[config.mk]
export PLATFORM = sky130hd
export DESIGN_NAME = gnnm_cfg
export DESIGN_NICKNAME = d
export VERILOG_FILES = /design/src/sv/gnnm_pkg.sv /design/src/sv/gnnm_cfg.sv
export SDC_FILE = /design/constraint.sdc
export NUM_CORES = 1
export LEC_CHECK = 0
export BUFFER_PORTS_ARGS = -buffer_cell sky130_fd_sc_hd__clkbuf_2
export CAP_MARGIN = 20
export CELL_PAD_IN_SITES_DETAIL_PLACEMENT = 1
export CELL_PAD_IN_SITES_GLOBAL_PLACEMENT = 1
export CORE_UTILIZATION = 26
export CTS_CLUSTER_DIAMETER = 100
export DETAILED_ROUTE_END_ITERATION = 12
export HOLD_SLACK_MARGIN = 0.1
export PLACE_DENSITY_LB_ADDON = 0.1
export SYNTH_ARGS = -nofsm -noshare
export SYNTH_HDL_FRONTEND = slang
export SYNTH_SLANG_ARGS = --single-unit
export TNS_END_PERCENT = 20
[constraint.sdc]
create_clock -name clk -period 1.4 [get_ports clk]
set_input_delay 0.07 -clock clk [delete_from_list [all_inputs] [get_ports clk]]
set_output_delay 0.07 -clock clk [all_outputs]
set_load 0.01 [all_outputs]
[src/sv/gnnm_pkg.sv]
`timescale 1ns / 1ps
// ----------------------------------------------------------------------------
// gnnm_pkg
// Shared widths, codes and types of the greedy nearest neighbor matcher.
// ----------------------------------------------------------------------------
package gnnm_pkg;

	localparam int MAX_POINTS = 1024;
	localparam int MAX_DIMS   = 8;
	localparam int COORD_W    = 16;
	localparam int IDX_W      = 10;
	localparam int DIM_W      = 3;
	localparam int DIMS_CFG_W = 4;
	localparam int CNT_W      = 11;
	localparam int DIFF_W     = 16;
	localparam int SQ_W       = 32;
	localparam int PAIR_W     = 33;
	localparam int DIST_W     = 35;
	localparam int APB_ADDR_W = 3;
	localparam int APB_DATA_W = 32;

	localparam logic REQ_LOAD  = 1'b0;
	localparam logic REQ_QUERY = 1'b1;

	localparam logic REG_DIMS  = 1'b0;
	localparam logic REG_COUNT = 1'b1;

	typedef logic [MAX_DIMS-1:0][COORD_W-1:0] coords_t;

	typedef struct packed {
		logic [DIMS_CFG_W-1:0] dims;
		logic [CNT_W-1:0]      count;
	} cfg_t;

	typedef struct packed {
		logic               coord_en;
		logic               live_en;
		logic [IDX_W-1:0]   addr;
		logic [DIM_W-1:0]   dim;
		logic [COORD_W-1:0] coord;
		logic               live;
	} wr_t;

	typedef struct packed {
		logic              valid;
		logic              live;
		logic [IDX_W-1:0]  idx;
		logic [DIST_W-1:0] sqd;
	} dres_t;

endpackage

[src/sv/gnnm_cfg.sv]
`timescale 1ns / 1ps
// ----------------------------------------------------------------------------
// gnnm_cfg
// APB register file: dimension count and point count.
// ----------------------------------------------------------------------------
module gnnm_cfg (
	input  logic                                clk,
	input  logic                                arst_n,
	input  logic                                psel,
	input  logic                                penable,
	input  logic                                pwrite,
	input  logic [gnnm_pkg::APB_ADDR_W-1:0]     paddr,
	input  logic [gnnm_pkg::APB_DATA_W-1:0]     pwdata,
	output logic [gnnm_pkg::APB_DATA_W-1:0]     prdata,
	output logic                                pready,
	output gnnm_pkg::cfg_t                      cfg
);

	logic [gnnm_pkg::DIMS_CFG_W-1:0] dims_q;
	logic [gnnm_pkg::CNT_W-1:0]      count_q;
	logic                            wr_en;
	logic                            reg_sel;

	assign pready  = 1'b1;
	assign wr_en   = psel && penable && pwrite;
	assign reg_sel = paddr[2];

	always_ff @(posedge clk or negedge arst_n) begin
		if (!arst_n) begin
			dims_q  <= gnnm_pkg::DIMS_CFG_W'(1);
			count_q <= gnnm_pkg::CNT_W'(1);
		end else if (wr_en) begin
			case (reg_sel)
				gnnm_pkg::REG_DIMS:  dims_q  <= pwdata[gnnm_pkg::DIMS_CFG_W-1:0];
				gnnm_pkg::REG_COUNT: count_q <= pwdata[gnnm_pkg::CNT_W-1:0];
				default: ;
			endcase
		end
	end

	always_comb begin
		case (reg_sel)
			gnnm_pkg::REG_DIMS:  prdata = gnnm_pkg::APB_DATA_W'(dims_q);
			gnnm_pkg::REG_COUNT: prdata = gnnm_pkg::APB_DATA_W'(count_q);
			default:             prdata = '0;
		endcase
	end

	assign cfg.dims  = dims_q;
	assign cfg.count = count_q;

endmodule

# Yosys cells after proc, flatten, opt, wreduce, memory -nomap -nowiden
# Cells that the tools add are included.
# totals
wordCells	8
register_bits	15
in_bits	40
# classes
bitwise	1
reduce_logical	4
muxes	1
# op_table
op	count
case mux 32 bit (2 select lines)	1
AND reduction 2 bit	2
logical AND 1 bit	2
inverter 1 bit	1

# Depth between registers and ports, before layout
# logic_depth
ltp_word	3
ltp_mapped	3

# Worst setup path before layout
# Ideal clock, no wire load.
# synth_path
path_kind	reg2out
start	register count_q[0] (netlist bit)
end	output prdata[0] (netlist bit)
t_required_ps	1330
path_stages_with_launch	2
setup_slack_ps	615
t_arrival_ps	715
cell_sequence	dfstp_2 mux2_2
# synth_via
elab_chain_len	1
# synth_lines
element	line_no	source
from (decl)	gnnm_cfg.sv:20	logic [gnnm_pkg::CNT_W-1:0] count_q;
from (signal assigned)	gnnm_cfg.sv:31	count_q <= gnnm_pkg::CNT_W'(1);
from (signal assigned)	gnnm_cfg.sv:35	gnnm_pkg::REG_COUNT: count_q <= pwdata[gnnm_pkg::CNT_W-1:0];
case mux 32 bit (2 select lines)	gnnm_cfg.sv:42	case (reg_sel)
to (decl)	gnnm_cfg.sv:14	output logic [gnnm_pkg::APB_DATA_W-1:0] prdata,
# No other way between the ends. The select of a mux whose other input is x is not followed.

# Final worst setup path
# layout_path
start	register count_q[2] (netlist bit)
end	output prdata[2] (netlist bit)
# The elaborated chain is that of the path after synthesis.

==> reports/results.tsv <==
metric	value	unit
status	finished clean	
wl_per_cell	11.3	um
grt_pass1_wl	2910	um
power.share.clock	18.6	%
clockBufferDepth	2	
num_vias	631	
synth.area.mux_share	28.5	%
maxCapViolCount	0	
cts_buffers	3	
final_cell_count_no_fill	169	
synth_adder_area_share	0	%
grt.total_usage	11.3	%
syn_avg_cell_area	12.8	sq um
fmax	0.859	GHz
path_clk_slew	0.10	ns
drive_above_1_share	56.0	%
min_path_type	in -> async	
grt_overflow_total	0	
synth_seq_cells	15	
setup_viol	0	
fp.dieW	60.3	um
crit_type	reg -> out	
hold_viol	0	
switching_share	32.7	%
start_util	28.2	%
ys_seq_area_share	42.8	%
synth_simple_gate_area_share	7.37	%
ioPinCount	88	
grt_pass1_vias	604	
cts_resized	0	
place_ws	0.298	ns
clk_latency	0.28	ns
syn_inst	69	
critPathMaxFanout	3	
place.port_buffers	42	
core_area	3130	sq um
r2r_cells	1	
dpl.cell_count	153	
timing.rr.end	count_q[4]	
synth_area_leaders	dfrtp_1, buf_4, mux2_4	
slew_violations	0	
dp_hpwl	1350	um
antenna_found_initial	0	
power_density	1140	nW/um^2
row_count	20	
seq_power_share	44.3	%
total_power	1370	uW
die_y	60.3	um
clock_sinks	15	
layout_min_cycle_time	1.16	ns
htreeDepth	1	
grt_max_degree	16	
reg2reg_slack	0.62	ns
cts_root_buffer	clkbuf_4	
die-area	3630	sq um
routed_wl	1920	um
antenna_cells	0	
finClkSkew	0	ns
synth.distinct_cells	11	
crit_required	1.33	ns
yosysWarnings	0	
rsz0062_at_grt	no	
synth_area	883	sq um
endpoint_kind	primary output	
synth_top_family_by_area	multiplexers	
synth_compound_area_share	0	%
yosysTopAreaCell	dfrtp_1	
p_int	925	uW
cts_tree	yes	
arrival	1.09	ns
route.antenna.remaining_nets	0	
vdd_drop_max	0.396	mV
worst_slack	0.236	ns
drc_errors	0	
synth_xor_area_share	0	%
min_period_over_period	83.1	%
viasPerCell	3.73	
gp_congestion	0.640	
final_cell_mix	clkbuf_2, conb_1, dfrtp_1	
drtIter0Drc	7	
timing.rr.start	count_q[4]	
p_sw	449	uW
post-cts-setup-buffers	0	
start_kind	flop	
layout_commonest_cell	clkbuf_2	
first_pass_iters	3	
nets	166	
area_delta_synth_final	36.4	%
finalSetupTns	0	ns
fill_cells	360	
yosysTopAreaCellShare	36.8	%
power.leakage	0.000662	uW
power_frac_comb	37.1	%
-- area by class of cell --
| cell class | count | area, sq um | area share (%) |
|---|---|---|---|
| tap | 44 | 55.1 | 4.57 |
| clock buffer | 3 | 22.5 | 1.87 |
| clock inverter | 1 | 5.00 | 0.415 |
| timing repair buffer | 56 | 345 | 28.7 |
| sequential | 15 | 378 | 31.4 |
| multi-input combinational | 50 | 399 | 33.1 |
-- per-layer routing --
layer	part of all wire (%)	vias to the layer above	track usage, %
met5	0	-	0
met3	8.7	2	4.55
met1	46	293	14.5
met4	0.52	0	2.99
met2	45	42	17.4
li1	-	294	-
-- Yosys cell counts --
| master | number |
|---|---|
| conb_1 | 2 |
| nand4_2 | 1 |
| and2_1 | 7 |
| dfstp_2 | 2 |
| mux2_2 | 9 |
| buf_6 | 1 |
| buf_4 | 22 |
| nand4b_1 | 1 |
| mux2_4 | 10 |
| buf_2 | 1 |
| dfrtp_1 | 13 |
-- worst max-delay path by stage --
stage | start | to | cells after the start
global route | count_q[2] | prdata[2] | 2
global placement | paddr[2] | dims_q[1] | 3
detailed placement | paddr[2] | dims_q[1] | 3
floorplan | count_q[0] | prdata[0] | 1
finish | count_q[2] | prdata[2] | 2
CTS | count_q[2] | prdata[2] | 2
-- power groups by stage --
stage,logic [uW],clock network (uW),registers (uW)
final,510,255,609
after global routing,558,297,625
after CTS,516,267,611
after detailed placement,487,0,619
after global placement,483,0,614
after floorplan,283,0,653
-- sequential cells by signal, summed over array words and instances (netlist names) --
register,flops
count_q,11
dims_q,4
-- critical path: stages, from the launching register on --
cell and delay, ns:
dfrtp_1 0.41, mux2_2 0.27, clkbuf_2 0.13
-- through the flow --
stage / area, sq um / util (%) / hold WS (ns)
3_3_place_gp: 1060 / 33.8 / 0.0141
2_1_floorplan: 958 / - / -0.226
4_1_cts: 1200 / 38.5 / 0.234
3_5_place_dp: 1060 / 33.8 / 0.0130
5_1_grt: 1200 / 38.5 / 0.251
6_report: 1200 / 38.5 / 0.233
-- repair_timing --
action / CTS / global route
endpoints found under the hold margin: 30 / 0
setup endpoints to repair: 0 / 0
hold buffers: 12 / 0
-- kinds of logic (layout without fill, tap and decap cells) --
family | Yosys count | count (layout)
AND/OR/NAND/NOR | 9 | 9
flip-flops | 15 | 15
buffers and inverters | 24 | 60
other | 2 | 22
multiplexers | 19 | 19
No activity file was read; power rests on OpenSTA's default activity.
