## src/sv/gnnm_pkg.sv

```systemverilog
`timescale 1ns / 1ps
// ----------------------------------------------------------------------------
// gnnm_pkg
// Shared widths, codes and types of the greedy nearest neighbor matcher.
// ----------------------------------------------------------------------------
package gnnm_pkg;

	localparam int MAX_POINTS = 1024;
	localparam int MAX_DIMS   = 8;
	localparam int COORD_W    = 16;
	localparam int IDX_W      = 10;
	localparam int DIM_W      = 3;
	localparam int DIMS_CFG_W = 4;
	localparam int CNT_W      = 11;
	localparam int DIFF_W     = 16;
	localparam int SQ_W       = 32;
	localparam int PAIR_W     = 33;
	localparam int DIST_W     = 35;
	localparam int APB_ADDR_W = 3;
	localparam int APB_DATA_W = 32;

	localparam logic REQ_LOAD  = 1'b0;
	localparam logic REQ_QUERY = 1'b1;

	localparam logic REG_DIMS  = 1'b0;
	localparam logic REG_COUNT = 1'b1;

	typedef logic [MAX_DIMS-1:0][COORD_W-1:0] coords_t;

	typedef struct packed {
		logic [DIMS_CFG_W-1:0] dims;
		logic [CNT_W-1:0]      count;
	} cfg_t;

	typedef struct packed {
		logic               coord_en;
		logic               live_en;
		logic [IDX_W-1:0]   addr;
		logic [DIM_W-1:0]   dim;
		logic [COORD_W-1:0] coord;
		logic               live;
	} wr_t;

	typedef struct packed {
		logic              valid;
		logic              live;
		logic [IDX_W-1:0]  idx;
		logic [DIST_W-1:0] sqd;
	} dres_t;

endpackage

```

## src/sv/gnnm_dist.sv

```systemverilog
`timescale 1ns / 1ps
// ----------------------------------------------------------------------------
// gnnm_dist
// Squared distance pipeline: per-lane difference, square, then a two-level
// registered adder tree.
// ----------------------------------------------------------------------------
module gnnm_dist (
	input  logic                              clk,
	input  logic                              arst_n,
	input  logic                              valid_s1,
	input  logic                              live_s1,
	input  logic [gnnm_pkg::IDX_W-1:0]        idx_s1,
	input  gnnm_pkg::coords_t                 row_s1,
	input  gnnm_pkg::coords_t                 query,
	input  logic [gnnm_pkg::DIMS_CFG_W-1:0]   dims_eff,
	output gnnm_pkg::dres_t                   dres,
	output logic                              busy
);

	localparam int PAIRS = gnnm_pkg::MAX_DIMS / 2;

	logic                              v_s2, v_s3, v_s4, v_s5;
	logic                              live_s2, live_s3, live_s4, live_s5;
	logic [gnnm_pkg::IDX_W-1:0]        idx_s2, idx_s3, idx_s4, idx_s5;
	logic [gnnm_pkg::DIFF_W-1:0]       diff_s2 [gnnm_pkg::MAX_DIMS];
	logic [gnnm_pkg::SQ_W-1:0]         sq_s3   [gnnm_pkg::MAX_DIMS];
	logic [gnnm_pkg::PAIR_W-1:0]       pair_s4 [PAIRS];
	logic [gnnm_pkg::DIST_W-1:0]       dist_s5;
	logic [gnnm_pkg::DIFF_W-1:0]       diff_c  [gnnm_pkg::MAX_DIMS];

	always_comb begin
		logic signed [gnnm_pkg::COORD_W:0] delta;
		logic [gnnm_pkg::COORD_W:0]        mag;
		for (int d = 0; d < gnnm_pkg::MAX_DIMS; d++) begin
			delta = {row_s1[d][gnnm_pkg::COORD_W-1], row_s1[d]}
				- {query[d][gnnm_pkg::COORD_W-1], query[d]};
			mag = delta[gnnm_pkg::COORD_W] ? -delta : delta;
			if (gnnm_pkg::DIMS_CFG_W'(d) < dims_eff) begin
				diff_c[d] = mag[gnnm_pkg::DIFF_W-1:0];
			end else begin
				diff_c[d] = '0;
			end
		end
	end

	always_ff @(posedge clk or negedge arst_n) begin
		if (!arst_n) begin
			v_s2 <= 1'b0;
			v_s3 <= 1'b0;
			v_s4 <= 1'b0;
			v_s5 <= 1'b0;
		end else begin
			v_s2 <= valid_s1;
			v_s3 <= v_s2;
			v_s4 <= v_s3;
			v_s5 <= v_s4;
		end
	end

	always_ff @(posedge clk) begin
		live_s2 <= live_s1;
		idx_s2  <= idx_s1;
		live_s3 <= live_s2;
		idx_s3  <= idx_s2;
		live_s4 <= live_s3;
		idx_s4  <= idx_s3;
		live_s5 <= live_s4;
		idx_s5  <= idx_s4;
		for (int d = 0; d < gnnm_pkg::MAX_DIMS; d++) begin
			diff_s2[d] <= diff_c[d];
			sq_s3[d]   <= diff_s2[d] * diff_s2[d];
		end
		for (int k = 0; k < PAIRS; k++) begin
			pair_s4[k] <= gnnm_pkg::PAIR_W'(sq_s3[2*k]) + gnnm_pkg::PAIR_W'(sq_s3[2*k+1]);
		end
		dist_s5 <= gnnm_pkg::DIST_W'(pair_s4[0]) + gnnm_pkg::DIST_W'(pair_s4[1])
			+ gnnm_pkg::DIST_W'(pair_s4[2]) + gnnm_pkg::DIST_W'(pair_s4[3]);
	end

	assign dres.valid = v_s5;
	assign dres.live  = live_s5;
	assign dres.idx   = idx_s5;
	assign dres.sqd   = dist_s5;
	assign busy       = v_s2 || v_s3 || v_s4 || v_s5;

endmodule

```

## config.mk

```make
export PLATFORM = sky130hd
export DESIGN_NAME = gnnm_dist
export DESIGN_NICKNAME = d
export VERILOG_FILES = /design/src/sv/gnnm_pkg.sv /design/src/sv/gnnm_dist.sv
export SDC_FILE = /design/constraint.sdc
export NUM_CORES = 2
export LEC_CHECK = 0
export ABC_AREA = 1
export BUFFER_PORTS_ARGS = -buffer_cell sky130_fd_sc_hd__buf_2
export CAP_MARGIN = 10
export CORE_MARGIN = 4
export CORE_UTILIZATION = 35
export DETAILED_ROUTE_END_ITERATION = 6
export GPL_ROUTABILITY_DRIVEN = 0
export PLACE_DENSITY_LB_ADDON = 0.12
export RECOVER_POWER = 50
export SLEW_MARGIN = 20
export SYNTH_ARGS = -nofsm -noshare
export SYNTH_HDL_FRONTEND = slang
export SYNTH_SLANG_ARGS = --single-unit
```

## constraint.sdc

```tcl
create_clock -name clk -period 11.6 [get_ports clk]
set_clock_uncertainty 0.2 [all_clocks]
set_input_delay 1.16 -clock clk [delete_from_list [all_inputs] [get_ports clk]]
set_output_delay 1.16 -clock clk [all_outputs]
set_load 0.03 [all_outputs]
```

# Word level (Yosys, flattened, before mapping)
# Memory sizes are Yosys's and may differ from the RTL's.
# Index checks and enable logic that the tools add are counted.
# W data, S select, Z words.
[op_classes]
add_sub_neg = 23
multipliers = 8
order_cmp = 8
mux = 16
n_reduce_logical = 3
[ops]
columns = ["operator", "count"]
rows = [
  ["$mul A16 B16 Y32", 8],
  ["$mux W16", 16],
  ["$sub A16 B16 Y17", 8],
  ["$add A32 B32 Y33", 4],
  ["$neg A16 Y16", 8],
  ["$add A34 B33 Y35", 1],
  ["$add A35 B33 Y35", 1],
  ["$add A33 B33 Y34", 1],
  ["$lt A3 B4 Y1 const A", 4],
  ["$lt A1 B4 Y1 const A", 2],
  ["$lt A2 B4 Y1 const A", 2],
  ["$logic_or A1 B1 Y1", 3],
]
[totals]
register_bits = 83
ramBits = 516
in_bits = 274
out_inout_bits = 48
elab_cells = 74
mem_count = 3
[mem_list]
columns = ["memory", "words", "word_bits", "rd", "rd_ports_with_merged_regs", "wr", "line_no", "text"]
rows = [
  ["sq_s3", 8, 32, 8, 0, 8, "gnnm_dist.sv:26", "logic [gnnm_pkg::SQ_W-1:0] sq_s3 [gnnm_pkg::MAX_DIMS];"],
  ["pair_s4", 4, 33, 4, 0, 4, "gnnm_dist.sv:27", "logic [gnnm_pkg::PAIR_W-1:0] pair_s4 [PAIRS];"],
  ["diff_s2", 8, 16, 8, 0, 8, "gnnm_dist.sv:25", "logic [gnnm_pkg::DIFF_W-1:0] diff_s2 [gnnm_pkg::MAX_DIMS];"],
]

# Logic depth before layout (Yosys ltp)
[depth]
word_depth = 4
depth_mapped = 31
mapped_depth_nobuf = 29

# Worst setup path before layout
# OpenSTA, ideal clock, no wires.
[synth_path]
kind = "register to register"
start = "memory diff_s2[0][27] (netlist name)"
end = "memory sq_s3[0][59] (netlist name)"
setup_time_ns = 0.120
t_arrival_ns = 5.423
required_time_ns = 11.280
setup_slack_ns = 5.857
path_stages_with_launch = 23
path_buffers = 2
synth_period_minus_slack_ns = 5.743
path_cell_list = "dfxtp_1 -> clkbuf_1 -> clkbuf_1 -> nand2_1 -> fa_1 -> fa_1 -> inv_1 -> fa_1 -> fa_1 -> fa_1 -> inv_1 -> fa_1 -> inv_1 -> ha_1 -> nand2_1 -> nand2_1 -> a31oi_1 -> nand3_1 -> a21boi_0 -> o21ai_0 -> nand2_1 -> nand2_1 -> xor2_1"
[synth_rtl]
columns = ["element", "line_no"]
rows = [
  ["start, declared", "gnnm_dist.sv:25"],
  ["end, declared", "gnnm_dist.sv:26"],
]

==> impl_metrics.json <==
{
  "status": "finished with violations",
  "violations": "capacitance limit, slew limit",
  "netlist_area_um2": 91700,
  "drv_slew": 28,
  "fin_crit_sh_pct": 56.1,
  "drc_errors": 0,
  "r2r_start": "diff_s2[1][38]$_SDFF_PP0_",
  "yosysUniqueCellTypes": 59,
  "hold_viol": 0,
  "vias": 71938,
  "grtUsageTotal_pct": 18.4,
  "path_clk_slew_ns": 0.07,
  "placementRows": 187,
  "worstSetupPathType": "register to register",
  "dieArea_um2": 270000,
  "drt_iter0_markers": 3807,
  "mostFrequentLayoutCells": "inv_1, nand2_1, fa_1",
  "slowest_stage": "dfxtp_1",
  "cp-startpoint": "diff_s2[1][38]$_SDFF_PP0_",
  "cts_tree": "done",
  "synth_nets": 14580,
  "cp.buffers_inverters": 3,
  "synth_area_per_cell_um2": 7.75,
  "clk_path_buf_depth": 3,
  "syn_inst": 11842,
  "synth_seq_cells": 591,
  "regToRegEndpoint": "sq_s3[1][93]$_DFF_P_",
  "tightest_slew_ns": 1.70,
  "root_buffer": "clkbuf_16",
  "synthesis.yosys.warnings": 0,
  "drtPass1Iterations": 6,
  "antenna_found_initial": 8,
  "final_area_um2": 99200,
  "finalCriticalPeriod_ns": 6.51,
  "gr-total-overflow": 0,
  "synth_edf_count": 0,
  "die_w_um": 520,
  "slew_headroom_pct": -13.9,
  "post_dp_cell_area_um2": 96700,
  "die_y_um": 520,
  "cts_max_level": 3,
  "final_common_cell": "inv_1",
  "crit_path_max_incr_delay_ns": 0.87,
  "io_buffers": 321,
  "clock_latency_ns": 0.72,
  "drive_above_1_share_pct": 4.02,
  "rsz0062_at_grt": "false",
  "numCtsBuffers": 75,
  "timing.fmax_ghz": 0.154,
  "nets": 14722,
  "synthArstFlopShare_pct": 0.677,
  "hold_class": "register to register",
  "crit_fanout": 16,
  "boundaryPins": 322,
  "ys_seq_area_share_pct": 12.9,
  "grt_max_degree": 20,
  "area_delta_synth_final_pct": 8.19,
  "detail-route-antenna-nets": 0,
  "worst-path-stages": 18,
  "grt_pass1_wl_um": 405000,
  "cp_common_cell": "fa_1",
  "path_cells": "nand2_1 > fa_1 > inv_1 > fa_1 > fa_1 > fa_1 > fa_1 > inv_1 > fa_1 > inv_1 > ha_1 > a21oi_1 > o21ai_0 > a21oi_1 > nand3_1 > a21o_1 > a21oi_1 > xor2_1",
  "cp-endpoint": "sq_s3[1][93]$_DFF_P_",
  "grt_pass1_vias": 76843,
  "ys.flop_type": "dfxtp_1",
  "r2r_cells": 18,
  "endpoint_kind": "register",
  "via_per_inst": 4.63,
  "cp.arrival_ns": 6.96,
  "critPathTopFamily": "adder cells",
  "maxCapViolations": 3,
  "place_hpwl_um": 209000,
  "initial_core_util_pct": 35.3,
  "setup-tns-final_ns": 0,
  "reg2reg_slack_ns": 5.09,
  "wl_um": 244000,
  "setup_viol": 0,
  "wl_per_cell_um": 15.7,
  "cts-resized-gates": 0,
  "crit_required_ns": 12.05,
  "clock_sinks": 591,
  "core_um2": 260000,
  "startpoint_type": "register"
}
==> how the worst min path moves through the flow <==
stage | slack [ns] | from | endpoint | depth (start not counted)
after floorplan | 0.11 | idx_s2[0]$_DFF_P_ | idx_s3[0]$_DFF_P_ | 0
after global placement | 0.11 | idx_s3[4]$_DFF_P_ | idx_s4[4]$_DFF_P_ | 0
after detailed placement | 0.11 | idx_s3[4]$_DFF_P_ | idx_s4[4]$_DFF_P_ | 0
after CTS | 0.12 | idx_s3[7]$_DFF_P_ | idx_s4[7]$_DFF_P_ | 0
after global routing | 0.12 | idx_s3[7]$_DFF_P_ | idx_s4[7]$_DFF_P_ | 0
final | 0.12 | idx_s4[9]$_DFF_P_ | idx_s5[9]$_DFF_P_ | 0
==> layout make-up <==
| cell class | count | area (µm²) |
|---|---|---|
| antenna | 4 | 10.0 |
| clock buffer | 92 | 1990 |
| clock inverter | 43 | 626 |
| fill | 27382 | 161000 |
| inverter | 3099 | 11600 |
| multi-input combinational | 7891 | 67200 |
| sequential | 591 | 11900 |
| tap | 3496 | 4370 |
| timing repair buffer | 326 | 1570 |
==> what timing repair did <==
| item | in CTS | in global routing |
|---|---|---|
| buffers inserted | 0 | 0 |
| hold endpoints to repair | 4 | 0 |
| hold buffers | 1 | 0 |
==> cell families (layout without fill, tap and decap cells) <==
kind of cell	count (synthesis)	count (layout)	synth area share [%]
AO/OA/AOI/OAI	1148	1148	7.06
XOR/XNOR	467	467	4.49
other	0	4	0
adder cells (fa/ha/maj)	2464	2464	44.8
AND/OR/NAND/NOR	3812	3812	16.9
flip-flops	591	591	12.9
buffers and inverters	3360	3560	13.8
==> synthesized netlist by cell type, types with 21 or more instances <==
master    number  area share [%]
inv_1       3094              13
nand2_1     2531              10
fa_1        1371              30
ha_1        1093              15
nor2_1       664             2.7
dfxtp_1      587              13
a21oi_1      566             3.1
xor2_1       332             3.2
nand3_1      299             1.6
o21ai_0      260             1.4
clkbuf_1     245             1.0
xnor2_1      133             1.3
nor3_1       108            0.59
nand4_1       75            0.51
a21o_1        68            0.56
a31oi_1       62            0.42
o21bai_1      57            0.47
nand3b_1      36            0.29
o21a_1        26            0.21
nand2_2       24            0.16
o21ai_1       21            0.11
==> state kept, by name, summed over array words and instances (netlist names) <==
register / cells
idx_s3: 10
v_s5: 1
idx_s5: 10
live_s5: 1
pair_s4: 132
dist_s5: 35
v_s3: 1
live_s4: 1
v_s4: 1
idx_s2: 10
v_s2: 1
diff_s2: 128
live_s3: 1
sq_s3: 248
live_s2: 1
idx_s4: 10
==> through the flow <==
stage	utilization (%)	setup WS (ns)	hold slack [ns]	cells
after floorplan	-	5.86	0.110	11842
after detailed placement	37.2	5.05	0.112	15402
after global routing	38.1	4.69	0.123	15540
after global placement	37.2	5.13	0.111	15402
final	38.1	5.09	0.124	15542
after CTS	38.2	5.02	0.122	15538
==> worst register-to-register path, delay by kind of cell, from the launching register on <==
kind	cells	cell delay, ns
compound gates	5	1.13
fa+ha+maj	7	3.42
flops	1	0.87
simple gates	2	0.50
xor+xnor	1	0.17
buf+inv	3	0.15
==> routing by layer <==
layer  wire (µm)  vias up  GRT usage, %  share of wire (%)
met4        6380        0          4.46                2.6
met3        7800      278          1.69                3.2
met5           0        -             0                  0
met1      115000    34703          25.2                 47
li1            -    35801             -                  -
met2      115000     1156          31.3                 47
Power is left out: the tool's default activity adds up to more than one toggle a clock period on the data nets, which glitch-free logic cannot reach.
